## config.mk

```make
export PLATFORM = sky130hd
export DESIGN_NAME = framed_message_crc16_encoder_flat
export DESIGN_NICKNAME = d
export VERILOG_FILES = /design/src/fmce_pkg.sv /design/src/fmce_in_if.sv /design/src/fmce_out_if.sv /design/src/framed_message_crc16_encoder.sv /design/src/fmce_front.sv /design/src/fmce_queue.sv /design/src/fmce_back.sv /design/src/flat_wrapper.sv
export SDC_FILE = /design/constraint.sdc
export NUM_CORES = 1
export LEC_CHECK = 0
export BUFFER_PORTS_ARGS = -buffer_cell sky130_fd_sc_hd__buf_4
export CAP_MARGIN = 25
export CORE_UTILIZATION = 61
export DETAILED_ROUTE_END_ITERATION = 8
export PLACE_DENSITY = 0.8
export SYNTH_ARGS = -nofsm -noshare
export SYNTH_HDL_FRONTEND = slang
export SYNTH_SLANG_ARGS = --single-unit
```

## constraint.sdc

```tcl
create_clock -name clk -period 4.26 [get_ports clk]
set_input_delay 0.639 -clock clk [delete_from_list [all_inputs] [get_ports clk]]
set_output_delay 0.639 -clock clk [all_outputs]
set_load 0.05 [all_outputs]
```

## src/fmce_pkg.sv

```systemverilog
// Package for the framed message CRC-16 encoder: work item type, step codes,
// configuration type and the CRC-16/MODBUS byte update function.
// No dependencies.
`default_nettype none

package fmce_pkg;

    localparam logic [15:0] CRC_POLY = 16'hA001;
    localparam logic [15:0] CRC_INIT = 16'hFFFF;

    localparam logic KIND_START = 1'b0;
    localparam logic KIND_BODY  = 1'b1;

    localparam int STEP_W = 4;

    localparam logic [STEP_W-1:0] HDR_HEAD    = 4'd0;
    localparam logic [STEP_W-1:0] HDR_TAIL    = 4'd1;
    localparam logic [STEP_W-1:0] HDR_SENDER  = 4'd2;
    localparam logic [STEP_W-1:0] HDR_RECV    = 4'd3;
    localparam logic [STEP_W-1:0] HDR_CODE    = 4'd4;
    localparam logic [STEP_W-1:0] HDR_SUB     = 4'd5;
    localparam logic [STEP_W-1:0] HDR_LEN_LO  = 4'd6;
    localparam logic [STEP_W-1:0] HDR_LEN_HI  = 4'd7;
    localparam logic [STEP_W-1:0] HDR_SEQ_LO  = 4'd8;
    localparam logic [STEP_W-1:0] HDR_SEQ_HI  = 4'd9;
    localparam logic [STEP_W-1:0] HDR_CRC_LO  = 4'd10;
    localparam logic [STEP_W-1:0] HDR_CRC_HI  = 4'd11;

    localparam logic [STEP_W-1:0] BODY_DATA   = 4'd0;
    localparam logic [STEP_W-1:0] BODY_CRC_LO = 4'd1;
    localparam logic [STEP_W-1:0] BODY_CRC_HI = 4'd2;

    localparam logic REG_HEAD = 1'b0;
    localparam logic REG_TAIL = 1'b1;

    typedef struct packed {
        logic        kind;
        logic        close;
        logic [7:0]  sender;
        logic [7:0]  receiver;
        logic [7:0]  cmd_code;
        logic [7:0]  cmd_sub;
        logic [15:0] body_length;
        logic [15:0] sequence_req;
        logic [7:0]  data_byte;
    } op_t;

    typedef struct packed {
        logic [7:0] head_byte;
        logic [7:0] tail_byte;
    } cfg_t;

    function automatic logic [15:0] crc_feed(input logic [15:0] crc, input logic [7:0] b);
        logic [15:0] c;
        c = crc ^ {8'h00, b};
        for (int k = 0; k < 8; k++)
        begin
            c = c[0] ? ((c >> 1) ^ CRC_POLY) : (c >> 1);
        end
        return c;
    endfunction

endpackage

`default_nettype wire

```

## src/fmce_in_if.sv

```systemverilog
// Input channel of the framed message CRC-16 encoder: valid, ready and the
// message fields. No dependencies.
`default_nettype none

interface fmce_in_if;
    logic        valid;
    logic        ready;
    logic        command;
    logic [7:0]  sender;
    logic [7:0]  receiver;
    logic [7:0]  cmd_code;
    logic [7:0]  cmd_sub;
    logic [15:0] body_length;
    logic [15:0] sequence_req;
    logic [7:0]  data_byte;

    modport source (output valid, command, sender, receiver, cmd_code, cmd_sub,
                    body_length, sequence_req, data_byte, input ready);
    modport sink (input valid, command, sender, receiver, cmd_code, cmd_sub,
                  body_length, sequence_req, data_byte, output ready);
endinterface

`default_nettype wire

```

## src/fmce_out_if.sv

```systemverilog
// Output channel of the framed message CRC-16 encoder: valid, ready and one
// frame byte with its last flag. No dependencies.
`default_nettype none

interface fmce_out_if;
    logic       valid;
    logic       ready;
    logic [7:0] frame_byte;
    logic       frame_last;

    modport source (output valid, frame_byte, frame_last, input ready);
    modport sink (input valid, frame_byte, frame_last, output ready);
endinterface

`default_nettype wire

```

## src/framed_message_crc16_encoder.sv

```systemverilog
// Framed message CRC-16 encoder: usage notes below.
// Top level; instantiates fmce_front, fmce_queue and fmce_back.
// Uses fmce_pkg, fmce_in_if, fmce_out_if.
//
// Words arrive on msg (valid/ready). A start word (command 0) produces ten
// header bytes: head, tail, sender, receiver, command code, subcommand,
// body length low/high, sequence low/high. Each body word (command 1) of an
// open frame produces its data byte; after the declared number of body
// bytes, the CRC-16/MODBUS of header and body follows, low byte first, with
// frame_last set on the high byte. A body word with no open frame is
// dropped; a start word abandons any open frame.
// The bytes leave on frame (valid/ready) from an output register.
// The first byte of a word passes through the queue and then the output
// register before it is presented on frame. The output side sends one byte
// per cycle while frame is not stalled: a body word gives one byte, three for
// the last body word; a start word gives ten bytes, twelve with an empty body.
// A queue of QUEUE_DEPTH words lets the input side keep accepting while the
// output side is busy or stalled; msg ready falls only when that queue is full.
// Reset empties the queue and output register, closes any frame, sets the
// CRC to 0xFFFF and the head and tail registers to zero. cfg_we writes
// register cfg_index (0 head, 1 tail) from cfg_data.
`default_nettype none

module framed_message_crc16_encoder #(
    parameter int QUEUE_DEPTH = 4
) (
    input  wire logic       clk,
    input  wire logic       rst_n,
    fmce_in_if.sink         msg,
    fmce_out_if.source      frame,
    input  wire logic       cfg_we,
    input  wire logic       cfg_index,
    input  wire logic [7:0] cfg_data
);

    fmce_pkg::cfg_t cfg_reg;
    fmce_pkg::op_t  push_op;
    fmce_pkg::op_t  head_op;
    logic           push;
    logic           pop;
    logic           full;
    logic           head_valid;

    always_ff @(posedge clk or negedge rst_n)
    begin
        if (!rst_n)
        begin
            cfg_reg <= '0;
        end
        else if (cfg_we)
        begin
            case (cfg_index)
                fmce_pkg::REG_HEAD: cfg_reg.head_byte <= cfg_data;
                fmce_pkg::REG_TAIL: cfg_reg.tail_byte <= cfg_data;
                default:            cfg_reg <= cfg_reg;
            endcase
        end
    end

    fmce_front u_front (
        .clk     (clk),
        .rst_n   (rst_n),
        .msg     (msg),
        .full    (full),
        .push_op (push_op),
        .push    (push)
    );

    fmce_queue #(
        .DEPTH (QUEUE_DEPTH)
    ) u_queue (
        .clk        (clk),
        .rst_n      (rst_n),
        .push       (push),
        .push_op    (push_op),
        .pop        (pop),
        .full       (full),
        .head_valid (head_valid),
        .head_op    (head_op)
    );

    fmce_back u_back (
        .clk        (clk),
        .rst_n      (rst_n),
        .cfg        (cfg_reg),
        .head_valid (head_valid),
        .head_op    (head_op),
        .pop        (pop),
        .frame      (frame)
    );

endmodule

`default_nettype wire

```

## src/fmce_front.sv

```systemverilog
// Front end of the encoder: accepts input words, tracks the open frame and
// its remaining body count, and queues work items. Uses fmce_pkg, fmce_in_if.
`default_nettype none

module fmce_front (
    input  wire logic         clk,
    input  wire logic         rst_n,
    fmce_in_if.sink           msg,
    input  wire logic         full,
    output fmce_pkg::op_t     push_op,
    output logic              push
);

    logic        frame_open_reg;
    logic        frame_open_next;
    logic [15:0] bytes_left_reg;
    logic [15:0] bytes_left_next;
    logic        accept;

    assign msg.ready = !full;
    assign accept    = msg.valid && !full;

    always_comb
    begin
        frame_open_next      = frame_open_reg;
        bytes_left_next      = bytes_left_reg;
        push                 = 1'b0;
        push_op.kind         = msg.command;
        push_op.close        = 1'b0;
        push_op.sender       = msg.sender;
        push_op.receiver     = msg.receiver;
        push_op.cmd_code     = msg.cmd_code;
        push_op.cmd_sub      = msg.cmd_sub;
        push_op.body_length  = msg.body_length;
        push_op.sequence_req = msg.sequence_req;
        push_op.data_byte    = msg.data_byte;
        if (accept)
        begin
            if (msg.command == fmce_pkg::KIND_START)
            begin
                push            = 1'b1;
                push_op.close   = (msg.body_length == 16'd0);
                frame_open_next = (msg.body_length != 16'd0);
                bytes_left_next = msg.body_length;
            end
            else if (frame_open_reg)
            begin
                push            = 1'b1;
                push_op.close   = (bytes_left_reg == 16'd1);
                frame_open_next = (bytes_left_reg != 16'd1);
                bytes_left_next = bytes_left_reg - 16'd1;
            end
        end
    end

    always_ff @(posedge clk or negedge rst_n)
    begin
        if (!rst_n)
        begin
            frame_open_reg <= 1'b0;
            bytes_left_reg <= 16'd0;
        end
        else
        begin
            frame_open_reg <= frame_open_next;
            bytes_left_reg <= bytes_left_next;
        end
    end

`ifndef ASSERT_OFF
    a_open_has_count: assert property (@(posedge clk) disable iff (!rst_n)
        frame_open_reg |-> bytes_left_reg != 16'd0)
        else $error("open frame with no body bytes left");

    a_push_not_full: assert property (@(posedge clk) disable iff (!rst_n)
        push |-> !full)
        else $error("work item queued while queue full");

    a_start_opens: assert property (@(posedge clk) disable iff (!rst_n)
        msg.valid && msg.ready && msg.command == fmce_pkg::KIND_START
        && msg.body_length != 16'd0
        |=> frame_open_reg && bytes_left_reg == $past(msg.body_length))
        else $error("start word did not open a frame");
`endif

endmodule

`default_nettype wire

```

## src/fmce_queue.sv

```systemverilog
// Short register queue of work items between the front and back ends.
// Uses fmce_pkg.
`default_nettype none

module fmce_queue #(
    parameter int DEPTH = 4
) (
    input  wire logic          clk,
    input  wire logic          rst_n,
    input  wire logic          push,
    input  wire fmce_pkg::op_t push_op,
    input  wire logic          pop,
    output logic               full,
    output logic               head_valid,
    output fmce_pkg::op_t      head_op
);

    localparam int PTR_W = $clog2(DEPTH);
    localparam int CNT_W = $clog2(DEPTH + 1);

    fmce_pkg::op_t    mem [DEPTH];
    logic [PTR_W-1:0] wr_ptr_reg;
    logic [PTR_W-1:0] rd_ptr_reg;
    logic [CNT_W-1:0] count_reg;
    logic             do_push;
    logic             do_pop;

    assign full       = (count_reg == CNT_W'(DEPTH));
    assign head_valid = (count_reg != '0);
    assign head_op    = mem[rd_ptr_reg];
    assign do_push    = push && !full;
    assign do_pop     = pop && head_valid;

    always_ff @(posedge clk)
    begin
        if (do_push)
        begin
            mem[wr_ptr_reg] <= push_op;
        end
    end

    always_ff @(posedge clk or negedge rst_n)
    begin
        if (!rst_n)
        begin
            wr_ptr_reg <= '0;
            rd_ptr_reg <= '0;
            count_reg  <= '0;
        end
        else
        begin
            if (do_push)
            begin
                wr_ptr_reg <= (wr_ptr_reg == PTR_W'(DEPTH - 1)) ? '0 : wr_ptr_reg + 1'b1;
            end
            if (do_pop)
            begin
                rd_ptr_reg <= (rd_ptr_reg == PTR_W'(DEPTH - 1)) ? '0 : rd_ptr_reg + 1'b1;
            end
            if (do_push && !do_pop)
            begin
                count_reg <= count_reg + 1'b1;
            end
            else if (do_pop && !do_push)
            begin
                count_reg <= count_reg - 1'b1;
            end
        end
    end

endmodule

`default_nettype wire

```

## src/fmce_back.sv

```systemverilog
// Back end of the encoder: steps through the queued work items one frame
// byte per cycle while the output is not stalled, keeps the running CRC and
// drives the output register. Uses fmce_pkg, fmce_out_if.
`default_nettype none

module fmce_back (
    input  wire logic           clk,
    input  wire logic           rst_n,
    input  wire fmce_pkg::cfg_t cfg,
    input  wire logic           head_valid,
    input  wire fmce_pkg::op_t  head_op,
    output logic                pop,
    fmce_out_if.source          frame
);

    logic [fmce_pkg::STEP_W-1:0] step_reg;
    logic [fmce_pkg::STEP_W-1:0] step_next;
    logic [15:0]                 crc_reg;
    logic [15:0]                 crc_next;
    logic                        out_valid_reg;
    logic                        out_valid_next;
    logic [7:0]                  out_byte_reg;
    logic [7:0]                  out_byte_next;
    logic                        out_last_reg;
    logic                        out_last_next;
    logic                        emit;
    logic                        done;
    logic                        is_crc;
    logic                        is_last;
    logic [7:0]                  sel_byte;
    logic [15:0]                 crc_base;

    assign emit = head_valid && (!out_valid_reg || frame.ready);
    assign pop  = emit && done;

    always_comb
    begin
        sel_byte = 8'h00;
        is_crc   = 1'b0;
        is_last  = 1'b0;
        done     = 1'b0;
        if (head_op.kind == fmce_pkg::KIND_START)
        begin
            case (step_reg)
                fmce_pkg::HDR_HEAD:   sel_byte = cfg.head_byte;
                fmce_pkg::HDR_TAIL:   sel_byte = cfg.tail_byte;
                fmce_pkg::HDR_SENDER: sel_byte = head_op.sender;
                fmce_pkg::HDR_RECV:   sel_byte = head_op.receiver;
                fmce_pkg::HDR_CODE:   sel_byte = head_op.cmd_code;
                fmce_pkg::HDR_SUB:    sel_byte = head_op.cmd_sub;
                fmce_pkg::HDR_LEN_LO: sel_byte = head_op.body_length[7:0];
                fmce_pkg::HDR_LEN_HI: sel_byte = head_op.body_length[15:8];
                fmce_pkg::HDR_SEQ_LO: sel_byte = head_op.sequence_req[7:0];
                fmce_pkg::HDR_SEQ_HI:
                begin
                    sel_byte = head_op.sequence_req[15:8];
                    done     = !head_op.close;
                end
                fmce_pkg::HDR_CRC_LO:
                begin
                    sel_byte = crc_reg[7:0];
                    is_crc   = 1'b1;
                end
                fmce_pkg::HDR_CRC_HI:
                begin
                    sel_byte = crc_reg[15:8];
                    is_crc   = 1'b1;
                    is_last  = 1'b1;
                    done     = 1'b1;
                end
                default:
                begin
                    sel_byte = 8'h00;
                    done     = 1'b1;
                end
            endcase
        end
        else
        begin
            case (step_reg)
                fmce_pkg::BODY_DATA:
                begin
                    sel_byte = head_op.data_byte;
                    done     = !head_op.close;
                end
                fmce_pkg::BODY_CRC_LO:
                begin
                    sel_byte = crc_reg[7:0];
                    is_crc   = 1'b1;
                end
                fmce_pkg::BODY_CRC_HI:
                begin
                    sel_byte = crc_reg[15:8];
                    is_crc   = 1'b1;
                    is_last  = 1'b1;
                    done     = 1'b1;
                end
                default:
                begin
                    sel_byte = 8'h00;
                    done     = 1'b1;
                end
            endcase
        end
    end

    always_comb
    begin
        crc_base = (head_op.kind == fmce_pkg::KIND_START && step_reg == fmce_pkg::HDR_HEAD)
                   ? fmce_pkg::CRC_INIT : crc_reg;
        crc_next       = crc_reg;
        step_next      = step_reg;
        out_valid_next = out_valid_reg && !frame.ready;
        out_byte_next  = out_byte_reg;
        out_last_next  = out_last_reg;
        if (emit)
        begin
            if (!is_crc)
            begin
                crc_next = fmce_pkg::crc_feed(crc_base, sel_byte);
            end
            step_next      = done ? '0 : step_reg + 1'b1;
            out_valid_next = 1'b1;
            out_byte_next  = sel_byte;
            out_last_next  = is_last;
        end
    end

    always_ff @(posedge clk or negedge rst_n)
    begin
        if (!rst_n)
        begin
            step_reg      <= '0;
            crc_reg       <= fmce_pkg::CRC_INIT;
            out_valid_reg <= 1'b0;
        end
        else
        begin
            step_reg      <= step_next;
            crc_reg       <= crc_next;
            out_valid_reg <= out_valid_next;
        end
    end

    always_ff @(posedge clk)
    begin
        out_byte_reg <= out_byte_next;
        out_last_reg <= out_last_next;
    end

    assign frame.valid      = out_valid_reg;
    assign frame.frame_byte = out_byte_reg;
    assign frame.frame_last = out_last_reg;

`ifndef ASSERT_OFF
    a_step_needs_item: assert property (@(posedge clk) disable iff (!rst_n)
        step_reg != '0 |-> head_valid)
        else $error("item left the queue part way through");

    a_step_range: assert property (@(posedge clk) disable iff (!rst_n)
        head_valid |-> (head_op.kind == fmce_pkg::KIND_START && step_reg <= fmce_pkg::HDR_CRC_HI)
        || (head_op.kind == fmce_pkg::KIND_BODY && step_reg <= fmce_pkg::BODY_CRC_HI))
        else $error("step counter beyond the item's bytes");

    a_pop_restarts: assert property (@(posedge clk) disable iff (!rst_n)
        pop |=> step_reg == '0)
        else $error("step counter not cleared after item");
`endif

endmodule

`default_nettype wire

```

## src/flat_wrapper.sv

```systemverilog
// flat-port wrapper written by rule: the top's interface ports become plain ports
module framed_message_crc16_encoder_flat 
#(
    parameter int QUEUE_DEPTH = 4
)
  (clk, rst_n, cfg_we, cfg_index, cfg_data, msg_valid, msg_command, msg_sender, msg_receiver, msg_cmd_code, msg_cmd_sub, msg_body_length, msg_sequence_req, msg_data_byte, msg_ready, frame_valid, frame_frame_byte, frame_frame_last, frame_ready);
  fmce_in_if msg_i ();
  fmce_out_if frame_i ();
  input  wire logic clk;
  input  wire logic rst_n;
  input  wire logic cfg_we;
  input  wire logic cfg_index;
  input  wire logic [7:0] cfg_data;
  input wire logic [$bits(msg_i.valid)-1:0] msg_valid;
  input wire logic [$bits(msg_i.command)-1:0] msg_command;
  input wire logic [$bits(msg_i.sender)-1:0] msg_sender;
  input wire logic [$bits(msg_i.receiver)-1:0] msg_receiver;
  input wire logic [$bits(msg_i.cmd_code)-1:0] msg_cmd_code;
  input wire logic [$bits(msg_i.cmd_sub)-1:0] msg_cmd_sub;
  input wire logic [$bits(msg_i.body_length)-1:0] msg_body_length;
  input wire logic [$bits(msg_i.sequence_req)-1:0] msg_sequence_req;
  input wire logic [$bits(msg_i.data_byte)-1:0] msg_data_byte;
  output wire logic [$bits(msg_i.ready)-1:0] msg_ready;
  output wire logic [$bits(frame_i.valid)-1:0] frame_valid;
  output wire logic [$bits(frame_i.frame_byte)-1:0] frame_frame_byte;
  output wire logic [$bits(frame_i.frame_last)-1:0] frame_frame_last;
  input wire logic [$bits(frame_i.ready)-1:0] frame_ready;
  assign msg_i.valid = msg_valid;
  assign msg_i.command = msg_command;
  assign msg_i.sender = msg_sender;
  assign msg_i.receiver = msg_receiver;
  assign msg_i.cmd_code = msg_cmd_code;
  assign msg_i.cmd_sub = msg_cmd_sub;
  assign msg_i.body_length = msg_body_length;
  assign msg_i.sequence_req = msg_sequence_req;
  assign msg_i.data_byte = msg_data_byte;
  assign msg_ready = msg_i.ready;
  assign frame_valid = frame_i.valid;
  assign frame_frame_byte = frame_i.frame_byte;
  assign frame_frame_last = frame_i.frame_last;
  assign frame_i.ready = frame_ready;
  framed_message_crc16_encoder #(.QUEUE_DEPTH(QUEUE_DEPTH)) u_core (.clk(clk), .rst_n(rst_n), .msg(msg_i), .frame(frame_i), .cfg_we(cfg_we), .cfg_index(cfg_index), .cfg_data(cfg_data));
endmodule
```

After elaboration in Yosys (flattened, before gate mapping)
Memories as Yosys holds them, arrays and structs flattened.
Cells that the tools add are included.
Widths: inputs -> output; s select.
{ "totals": {"ff_bits": 70, "latch_bits": 0, "ramBits": 296, "mem_bits_ro": 0, "in_bits": 87, "out_inout_bits": 11, "elab_cells": 115, "memories": 1} }
{ "op_classes": {"add_sub_neg": 6, "n_mul": 0, "n_div": 0, "magnitude_cmp": 0, "n_eq_ne": 17, "n_shift": 0, "muxes": 39, "n_bitwise": 12, "reduce_logical": 28} }
{ "memory_table": {"columns": ["memory", "depth", "word_bits", "read_ports", "rd_clocked_by_memory_dff", "wr", "line_no", "source"], "rows": [
  ["u_core.u_queue.mem", 4, 74, 1, 0, 1, "fmce_queue.sv:21", "fmce_pkg::op_t mem [DEPTH];"]
]} }
{ "ops": {"columns": ["operator", "n"], "rows": [
  ["$mux 16", 11],
  ["$pmux 8 s12", 1],
  ["$not 2->3", 8],
  ["$pmux 8 s3", 1],
  ["$mux 1", 18],
  ["$eq 16x1->1 const B", 1],
  ["$eq 4x3->1 const B", 4],
  ["$eq 4x4->1 const B", 4],
  ["$logic_not 16->1", 1],
  ["$ne 16x1->1 const B", 1],
  ["$reduce_bool 16->1", 1],
  ["$sub 16x1->16 const B", 1],
  ["$xor 16x8->16", 1],
  ["$reduce_or 10->1", 1],
  ["$logic_and 1x1->1", 9],
  ["$eq 4x2->1 const B", 2],
  ["$mux 8", 1],
  ["$reduce_and 2->1", 4],
  ["$logic_not 1->1", 6],
  ["$mux 3", 2],
  ["$add 2x1->2 const B", 2],
  ["$add 4x1->4 const B", 1],
  ["$eq 2x2->1 const B", 2],
  ["$eq 4x1->1 const B", 1],
  ["13 further kinds", 18]
]} }

Longest topological paths before layout
An unclocked memory read counts as a cell.
{ "depth": {"depth_word": 21, "mapped_depth": 18, "depth_no_buf": 15} }

Cells and area by module
From an unflattened synthesis, not the netlist that was laid out.
{ "hier_totals": {"hier_cells": 972, "hier_area_um2": 16235.6} }
{ "by_module_without_submodules": {"columns": ["module", "n_inst", "cells_per_inst", "area_per_inst_um2", "seq_area_each_um2"], "rows": [
  ["fmce_queue", 1, 424, 11151.9, 9063.7],
  ["fmce_back", 1, 293, 2681.3, 815.8],
  ["fmce_front", 1, 220, 1760.4, 425.4],
  ["framed_message_crc16_encoder", 1, 35, 641.9, 400.4]
]} }

Worst setup path after synthesis
OpenSTA, ideal clock, no wires.
{ "synth_path": {"path_type": "reg-to-reg", "startpoint": "register u_core.u_queue.count_reg[0]", "endpoint": "memory u_core.u_queue.mem[3][0] (netlist bit) (enable)", "setup_ps": 440, "arrival_time_ps": 3297, "required_ps": 3820, "setup_slack_ps": 522, "path_stages_with_launch": 8, "path_cell_list": "dfrtp_1 > nor2_1 > nand2_1 > and2_1 > o21ai_0 > inv_1 > clkbuf_1 > and2_1"} }
{ "synth_via": {"elab_chain_len": 7} }
{ "synth_rtl": {"columns": ["item", "line_no", "source"], "rows": [
  ["from (decl)", "fmce_queue.sv:24", "logic [CNT_W-1:0] count_reg;"],
  ["from (signal assigned)", "fmce_queue.sv:62", "count_reg <= count_reg + 1'b1;"],
  ["from (signal assigned)", "fmce_queue.sv:66", "count_reg <= count_reg - 1'b1;"],
  ["$eq 3x3->1 *", "fmce_queue.sv:28", "assign full = (count_reg == CNT_W'(DEPTH));"],
  ["$logic_not 1->1 *", null, null],
  ["named net msg_ready", "flat_wrapper.sv:23", "output wire logic [$bits(msg_i.ready)-1:0] msg_ready;"],
  ["$logic_and 1x1->1", "fmce_front.sv:21", "assign accept = msg.valid && !full;"],
  ["$mux 1", "fmce_front.sv:37", "if (accept)"],
  ["$logic_and 1x1->1 *", "fmce_queue.sv:31", "assign do_push = push && !full;"],
  ["$mux 1 *", "fmce_queue.sv:36", "if (do_push)"],
  ["$mux 1 (implied by the code) *", "fmce_queue.sv:38", "mem[wr_ptr_reg] <= push_op;"],
  ["to (decl)", "fmce_queue.sv:21", null]
]} }
Mark *: on every way through the listed nets, which the timed path passes. The rest lies on a longest branch.

Worst setup path after layout
{ "layout_path": {"startpoint": "register u_core.u_queue.rd_ptr_reg[1]", "endpoint": "register u_core.u_back.crc_reg[15]"} }
{ "layout_via": {"elab_chain_len": 14, "elab_cells_between_ends": 26} }
{ "layout_rtl": {"columns": ["item", "line_no", "source"], "rows": [
  ["from (decl)", "fmce_queue.sv:23", "logic [PTR_W-1:0] rd_ptr_reg;"],
  ["from (signal assigned)", "fmce_queue.sv:58", "rd_ptr_reg <= (rd_ptr_reg == PTR_W'(DEPTH - 1)) ? '0 : rd_ptr_reg + 1'b1;"],
  ["$mem_v2 4x74 *", null, null],
  ["branches (longest 13 deep; another with $xor 16x8->16)", null, null],
  ["to (signal assigned)", "fmce_back.sv:134", "crc_reg <= fmce_pkg::CRC_INIT;"],
  ["to (signal assigned)", "fmce_back.sv:140", "crc_reg <= crc_next;"],
  ["to (decl)", "fmce_back.sv:18", "logic [15:0] crc_reg;"]
]} }
Mark *: on every way between the ends.
A chain may end at the register's enable or synchronous reset.

==> flow_metrics.tcl <==
set metrics [dict create \
    status "finished, final reports clean" \
    synth_cell_types 80 \
    holdWs_ps 214.5 \
    synth.net_count 1119 \
    avgSynthCellArea_sq_um 15.56 \
    crit_type "flip-flop to flip-flop" \
    dpl_cell_area_sq_um 16970 \
    antenna_cells 0 \
    die_area_sq_um 26650 \
    worstPathArrival_ps 4530 \
    areaGrowthSynthToFinish_pct 15.23 \
    hp-class "input port to async pin" \
    htree_levels 2 \
    synth_top_family_by_area "multiplexers" \
    synth_mux_area_share_pct 12.02 \
    reg2reg_from "u_core.u_queue.rd_ptr_reg[1]$_DFFE_PN0P_" \
    skew_ps 14.22 \
    final_nets 1236 \
    crit_path_start_kind "flip-flop" \
    endpoint "u_core.u_back.crc_reg[15]$_DFFE_PN1P_" \
    first_pass_iters 6 \
    start_util_pct 62.61 \
    cts_buffers 38 \
    synth_flop_cell "edfxtp_1" \
    rsz0062_at_grt "no" \
    cp-end-kind "flip-flop" \
    synth_edf_count 305 \
    vias 9755 \
    synthSimpleGateAreaFrac_pct 6.793 \
    synthArstFlopShare_pct 16.67 \
    slew_headroom_pct 40.00 \
    antenna_left 0 \
    maxCapViolations 0 \
    clkSinkCount 366 \
    synth_compound_area_share_pct 7.819 \
    wl_microns 35980 \
    synth-seq-area-share_pct 67.51 \
    grt_max_degree 62 \
    max_slew.worst_pin.slew_ps 898.2 \
    vdd_ir_drop_max_uv 772.0 \
    post_cts_resized 0 \
    wire_per_inst_microns 24.10 \
    cts_tree "yes" \
    final_cell_area_sq_um 18270 \
    grt_pass1_vias 9755 \
    crit_fanout 40 \
    finalPower_w 0.01467 \
    tns_ps 0 \
    slew_viol_final 0 \
    clk_pin_slew_worst_paths_ps 60 \
    antenna_found_initial 0 \
    die_h_microns 163.2 \
    finalCriticalPeriod_ps 4084 \
    yosysWarnings 0 \
    largest_register_ffs 296 \
    drcViolationCount 0 \
    synthCells 1019 \
    crit_required_ps 4710 \
    via_per_inst 6.534 \
    crit_start "u_core.u_queue.rd_ptr_reg[1]$_DFFE_PN0P_" \
    core.rowCount 58 \
    synth-xor-area-share_pct 1.775 \
    r2r_setup_slack_ps 180 \
    setup_slack_ps 176.0 \
    finalSetupViolCount 0 \
    core_area_sq_um 25330 \
    dp_slack_ps 273.5 \
    leakage_nw 6.605 \
    final_common_cell "edfxtp_1" \
    insertion_delay_ps 530 \
    final_cell_mix "edfxtp_1 (305), buf_4 (129), mux2i_1 (99)" \
    power-per-cell-area_nw_per_um2 802.8 \
    overflow 0 \
    postCtsSetupBuffers 0 \
    die_width_microns 163.2 \
    io_pins 98 \
    timing.final.crit_share_pct 95.87 \
    maxClockFrequency_mhz 244.9 \
    largest_register "u_core.u_queue.mem" \
    drt_iter0_drc 1111 \
    grtUsageTotal_pct 27.84 \
    dp_hpwl_microns 23810 \
    final_layout_size_suffix_gt1_share_pct 22.79 \
    synth_fa_ha_area_share_pct 1.073 \
    gp_congestion 0.9672 \
    timing.rr.end "u_core.u_back.crc_reg[15]$_DFFE_PN1P_" \
    synth-seq-cells 366 \
    cts_hold_buf 0 \
    hold_violations 0 \
    reg2reg_depth 11 \
    ctsLongestPathBuffers 3 \
    grt_pass1_wl_microns 55350 \
    port_buffers 97 \
    cts-root-buf "clkbuf_16" \
    netlist_area_sq_um 15860 \
]
==> synth_stat cells (5+ instances only) <==
library cell / instances / area (sq um)
dfstp_2: 16 / 420.4
nand3_1: 18 / 90.09
mux2i_1: 99 / 991.0
nor3_1: 17 / 85.08
nor2_1: 53 / 198.9
nand2_1: 30 / 112.6
mux4_1: 7 / 183.9
buf_6: 9 / 101.4
nand4b_1: 7 / 61.31
xor2_1: 8 / 70.07
a221oi_1: 5 / 43.79
xnor2_1: 17 / 148.9
ha_1: 12 / 150.1
dfrtp_1: 45 / 1126
buf_4: 7 / 52.55
mux4_2: 20 / 450.4
a22oi_1: 17 / 127.6
inv_1: 19 / 71.32
o221ai_1: 7 / 61.31
edfxtp_1: 305 / 9159
nand2b_1: 6 / 37.54
nor3b_1: 6 / 45.04
nor4_1: 12 / 75.07
clkbuf_1: 22 / 82.58
buf_2: 11 / 55.05
a21oi_1: 43 / 215.2
mux2_2: 24 / 270.3
o22ai_1: 51 / 319.1
o21ai_0: 28 / 140.1
and2_1: 6 / 37.54
==> stage by stage <==
| stage | util, % | instances |
|---|---|---|
| final | 72.15 | 1493 |
| after global routing | 72.15 | 1493 |
| after CTS | 72.15 | 1493 |
| after detailed placement | 67.01 | 1426 |
| after global placement | 67.01 | 1426 |
| after floorplan | - | 1019 |
==> how the worst min path moves through the flow <==
stage | from | cells after the start | endpoint | slack (ps)
floorplan | rst_n | 0 | u_core.cfg_reg[0]$_DFFE_PN0P_ | 340
global placement | u_core.u_back.crc_reg[12]$_DFFE_PN1P_ | 2 | u_core.u_back.crc_reg[12]$_DFFE_PN1P_ | 470
detailed placement | u_core.u_back.crc_reg[12]$_DFFE_PN1P_ | 2 | u_core.u_back.crc_reg[12]$_DFFE_PN1P_ | 480
CTS | rst_n | 1 | u_core.cfg_reg[1]$_DFFE_PN0P_ | 250
global route | rst_n | 1 | u_core.cfg_reg[15]$_DFFE_PN0P_ | 280
finish | rst_n | 1 | u_core.cfg_reg[15]$_DFFE_PN0P_ | 210
==> power breakdown <==
group          internal (W)  switching (W)  total, W
clock               0.00208        0.00135   0.00343
combinational       0.00261        0.00330   0.00591
sequential          0.00481       0.000523   0.00533
==> cell families after synthesis <==
group | count (synthesis)
buf+inv | 78
simple gates | 195
flops | 366
fa+ha+maj | 13
mux | 151
compound gates | 188
xor+xnor | 28
==> final cells by class <==
cell class              instances  area [sq um]
multi-input cells             575          4686
repair buffers                135          1089
fillers                      1558          7054
inverters                      20         75.07
well taps                     330         412.9
flip-flops and latches        366         10710
clock buffers                  48          1030
clock inverters                19         270.3
==> critical path, cell delays in order (launching register included) <==
cell and delay, ps:
dfrtp_4 860, buf_4 300, mux2i_1 190, o22ai_1 90
nor3_1 520, a31oi_1 210, a21oi_1 350, xnor3_1 410
xor2_1 240, xor3_1 320, xor2_1 180, mux2_2 280
==> per-layer routing <==
layer  global-route usage, %  share of wire [%]  vias to the layer above
met2                   44.63                 48                      560
met5                       0                  0                        -
met1                   38.79                 39                     4829
met3                   4.749                9.3                       95
li1                        -                  -                     4271
met4                   9.686                3.0                        0
Note: power is estimated with default switching activity, not from simulation.
